File: src/hw/rtl/tbs_pkg.sv
// tbs_pkg: shared types and constants for trace_background_subtract.
// No dependencies; imported by tbs_ctrl, tbs_dp and the top level.
`default_nettype none

package tbs_pkg;

    localparam int SAMPLE_W   = 16;
    localparam int FRAC_BITS  = 8;
    localparam int RESID_W    = 25;
    localparam int CFG_DATA_W = 7;
    localparam int CFG_IDX_W  = 2;
    localparam int FW_CFG_W   = 5;
    localparam int TL_CFG_W   = 7;

    localparam logic [CFG_IDX_W-1:0] REG_FILTER_WIDTH = 2'd0;
    localparam logic [CFG_IDX_W-1:0] REG_TRACE_LENGTH = 2'd1;
    localparam logic [CFG_IDX_W-1:0] REG_WEIGHTED     = 2'd2;

    localparam logic [FW_CFG_W-1:0] FILTER_WIDTH_RST = 5'd3;
    localparam logic [TL_CFG_W-1:0] TRACE_LENGTH_RST = 7'd4;

    typedef enum logic [2:0] {
        S_IDLE,
        S_SUM,
        S_TAPS,
        S_DRAIN,
        S_PREP,
        S_DIV,
        S_OUT
    } t_state;

    typedef struct packed {
        logic capture;
        logic sum;
        logic tap;
        logic prep;
        logic div_step;
        logic out_load;
    } t_cmd;

    typedef struct packed {
        logic use_taps;
        logic tap_last;
        logic div_done;
        logic out_free;
    } t_status;

endpackage

`default_nettype wire

File: src/hw/rtl/tbs_ctrl.sv
// tbs_ctrl: sequencing state machine for one item at a time.
// Depends on tbs_pkg (t_state, t_cmd, t_status).
`default_nettype none

module tbs_ctrl import tbs_pkg::*; (
    input  wire logic    i_clk,
    input  wire logic    i_rst_n,
    input  wire logic    i_in_valid,
    input  wire t_status i_status,
    output t_cmd         o_cmd,
    output logic         o_in_stall
);

    t_state r_state;
    t_state n_state;

    always_ff @(posedge i_clk) begin
        if (!i_rst_n) begin
            r_state <= S_IDLE;
        end else begin
            r_state <= n_state;
        end
    end

    always_comb begin
        n_state = r_state;
        case (r_state)
            S_IDLE: begin
                if (i_in_valid) n_state = S_SUM;
            end
            S_SUM: begin
                n_state = i_status.use_taps ? S_TAPS : S_PREP;
            end
            S_TAPS: begin
                if (i_status.tap_last) n_state = S_DRAIN;
            end
            S_DRAIN: n_state = S_PREP;
            S_PREP:  n_state = S_DIV;
            S_DIV: begin
                if (i_status.div_done) n_state = S_OUT;
            end
            S_OUT: begin
                if (i_status.out_free) n_state = S_IDLE;
            end
            default: n_state = S_IDLE;
        endcase
    end

    always_comb begin
        o_cmd      = '0;
        o_in_stall = 1'b1;
        case (r_state)
            S_IDLE: begin
                o_in_stall    = 1'b0;
                o_cmd.capture = i_in_valid;
            end
            S_SUM:   o_cmd.sum = 1'b1;
            S_TAPS:  o_cmd.tap = 1'b1;
            S_DRAIN: o_cmd     = '0;
            S_PREP:  o_cmd.prep = 1'b1;
            S_DIV:   o_cmd.div_step = 1'b1;
            S_OUT:   o_cmd.out_load = i_status.out_free;
            default: o_cmd = '0;
        endcase
    end

endmodule

`default_nettype wire

File: config.mk
export PLATFORM = sky130hd
export DESIGN_NAME = tbs_ctrl
export DESIGN_NICKNAME = d
export VERILOG_FILES = /design/src/hw/rtl/tbs_pkg.sv /design/src/hw/rtl/tbs_ctrl.sv
export SDC_FILE = /design/constraint.sdc
export NUM_CORES = 1
export LEC_CHECK = 0
export BUFFER_PORTS_ARGS = -buffer_cell sky130_fd_sc_hd__buf_2
export CAP_MARGIN = 0
export CORE_AREA = 2 2 39 41
export DETAILED_ROUTE_END_ITERATION = 10
export DIE_AREA = 0 0 41 43
export PLACE_DENSITY = 0.48
export SYNTH_ARGS = -nofsm -noshare
export SYNTH_HDL_FRONTEND = slang
export SYNTH_SLANG_ARGS = --single-unit
File: constraint.sdc
create_clock -name i_clk -period 3 [get_ports i_clk]
set_input_delay 0.45 -clock i_clk [delete_from_list [all_inputs] [get_ports i_clk]]
set_output_delay 0.45 -clock i_clk [all_outputs]
set_load 0.05 [all_outputs]
# Yosys cells after proc, flatten, opt, wreduce, memory -nomap -nowiden
# Index checks and enable logic that the tools add are counted.
# word_totals
regBits	3
inputBits	7
# classes
eq_ne	10
mux	13
reduce_logical	2
# ops
operator	count
$pmux 3 s7	1
$mux 3	5
$eq 3x3->1 const B	3
$ne 2x2->1 const B	4
$mux 1	7
$eq 3x2->1 const B	2
$reduce_and 4->1	1
$eq 3x1->1 const B	1
$logic_not 3->1	1

# Longest topological paths before layout
# depth
depth_word	3
ltp_mapped	4
depth_no_buf	3

# Least setup slack after synthesis
# OpenSTA, ideal clock, no wires.
# synth_timing
path_type	reg2out
start	reg r_state[0]
end	out o_cmd[3] in the netlist's numbering
arrival_ns	1.602
required_time_ns	2.550
path_slack_ns	0.948
stages_incl_launch_ff	3
path_buffers	1
path_cell_list	dfxtp_1 -> clkbuf_1 -> nor3_1
# synth_lines
item	line_no	rtl
start, declared	tbs_ctrl.sv:14	t_state r_state;
start signal, assigned	tbs_ctrl.sv:21	r_state <= n_state;
end, declared	tbs_ctrl.sv:10	output t_cmd o_cmd,

==> results.cfg <==
[run_status]
outcome = finished clean

[grt]
grt_first_pass_wirelength_um = 1150
antenna_found_initial = 0
grt_max_degree = 16
grt_overflow_total = 0
grt_usage_pct = 9.60
grt_pass1_vias = 264

[drt]
firstDrtPassIters = 4
post-route-drc-count = 0
wl_per_cell_um = 10.5
wl_um = 685
via_count = 309
met2WireLength_um = 285
wl_met1_um = 335
ant_nets = 0
wl_met3_um = 55
drt_iter0_markers = 7
top_layer = met4
via_per_inst = 4.75

[yosys]
synth-xor-area-share_pct = 0
synthAdderAreaFrac_pct = 0
synth_seq_cells = 3
synth_compound_area_share_pct = 19.2
yosysWarnings = 0
synth-simple-area-share_pct = 42.3
synth_cells = 35
synth_mux_area_share_pct = 5.63
synth_top_family_by_area = simple AND/OR/NAND/NOR gates
synth_area_sq_um = 267
syn_area_per_cell_sq_um = 7.61
synthDistinctLibCells = 23
ys_seq_area_share_pct = 22.5
synth_nets = 42

[worst_hold_path]
min_path_cells = 2
holdPathEnd = r_state[0]
min_from = i_rst_n
hp-class = input port to register

[critical_path]
cp_top_family = flip-flops
path_cells = inv_1 > nor3_1 > buf_2
reg2reg_to = r_state[2]
worst-path-buf-inv = 2
required_ns = 2.55
crit_arrival_ns = 1.42
critical_path.max_fanout = 9
reg2regPathDepth = 3
r2r_start = r_state[1]
worstSetupEndpointType = output port
worst_path_max_delay_cell = dfxtp_1
worst-setup-path-type = register to output port
r2r_slack_ns = 1.62
slowest_delay_ns = 0.48
worstSetupStartpointType = register

[clock_network]
hold_buffers = 0
cts_sinks = 3
clock_latency_ns = 0.23
cts_root_buf = clkbuf_4
cts_setup_buffers = 0
cts-resized-gates = 0
cts_tree = done
cts_buffer_depth = 2
clk_pin_slew_ns = 0.04
cts_htree_levels = 1
cts_made_buffers = 3

[pwr]
peakVddDrop_mv = 0.522
p_per_area_mw_per_mm2 = 1060
leakage_uw = 0.000194
total_power_uw = 381

[floorplanning]
die_w_um = 41
io_pins = 14
core_sq_mm = 0.00138
num_rows = 14
die_h_um = 43
dieArea_sq_mm = 0.00176
start_util_pct = 19.3

[sta]
final.setup.tns_ns = 0
finalSetupViolCount = 0
finalCritPeriodShare_pct = 62.2
timing.final.hold_violations = 0
rsz0062_at_grt = false
setup_slack_ns = 1.13
tightest_slew_ns = 0.402
slew_viol_final = 0
period_needed_ns = 1.87
relSlewSlack_pct = 73.2
clock_skew_ns = 0.00354
fmax_mhz = 536

[cells_and_area]
largest-register = r_state
multiInputGateArea_sq_um = 179
area_growth_pct = 34.3
layout_common_cells = buf_2 (13), nor2_1 (4), and3_1 (3), clkbuf_4 (3), dfxtp_1 (3)
fillCellCount = 154
largest_register_ffs = 3
nets = 57
reg_top3 = r_state x3
antenna_cells = 0
layout_commonest_cell = buf_2
ff_latch_area_sq_um = 60.1
drive_above_1_share_pct = 34.7

[placed_design]
port_buffers = 13
gp_congestion = 0.677
post-place-ws_ns = 1.40
dp_hpwl_um = 507

[job]
drv_cap = 0
-- per-layer routing --
| layer | track usage [%] | vias up |
|---|---|---|
| met1 | 14.9 | 142 |
| met3 | 3.14 | 2 |
| met4 | 6.00 | 0 |
| met2 | 10.6 | 10 |
| met5 | 0 | - |
| li1 | - | 155 |
-- cell type report --
| cell class | count | share of cell area [%] |
|---|---|---|
| well taps | 16 | 5.59 |
| repair buffers | 13 | 18.2 |
| flip-flops and latches | 3 | 16.8 |
| multi-input cells | 27 | 50.0 |
| inverters | 2 | 2.10 |
| clock buffers | 4 | 7.34 |
-- Yosys cell counts, drive strengths merged --
master | number | area share, %
nor2 | 4 | 5.6
and3 | 3 | 7.0
dfxtp | 3 | 23
a21oi | 2 | 3.8
buf | 2 | 6.1
inv | 2 | 2.8
nor3 | 2 | 3.8
o311a | 2 | 7.5
or3 | 2 | 4.7
a221oi | 1 | 3.3
a22oi | 1 | 2.8
and2b | 1 | 2.8
and3b | 1 | 3.3
and4 | 1 | 3.3
clkbuf | 1 | 1.4
mux2 | 1 | 5.6
nand2 | 1 | 1.4
nand2b | 1 | 2.3
nand3b | 1 | 2.8
nor2b | 1 | 2.3
o21ai | 1 | 1.9
or2b | 1 | 2.8
-- metrics by stage --
stage	cells	area (sq um)	hold WS, ns	utilization (%)
after floorplan	35	267	0.578	-
after global placement	61	332	0.713	24.0
after detailed placement	61	332	0.707	24.0
after CTS	65	358	0.471	25.9
after global routing	65	358	0.465	25.9
final	65	358	0.468	25.9
-- worst max-delay path by stage --
| stage | startpoint | to | slack (ns) | cells past startpoint |
|---|---|---|---|---|
| after detailed placement | r_state[1] | o_cmd[3] | 1.40 | 3 |
| after floorplan | r_state[0] | o_cmd[3] | 0.95 | 2 |
| after CTS | r_state[1] | o_cmd[3] | 1.12 | 3 |
| after global placement | r_state[1] | o_cmd[3] | 1.37 | 3 |
| after global routing | r_state[1] | o_cmd[3] | 0.99 | 3 |
| final | r_state[1] | o_cmd[3] | 1.13 | 3 |
-- cell families after synthesis --
kind of cell	after synthesis
buffers and inverters	5
AO/OA/AOI/OAI	7
AND/OR/NAND/NOR	19
flip-flops	3
multiplexers	1
-- power breakdown --
part	switching [uW]	internal (uW)
Clock	20.5	49.8
Combinational	153	69.2
Sequential	35.1	53.4
(Power assumes the default switching activity.)
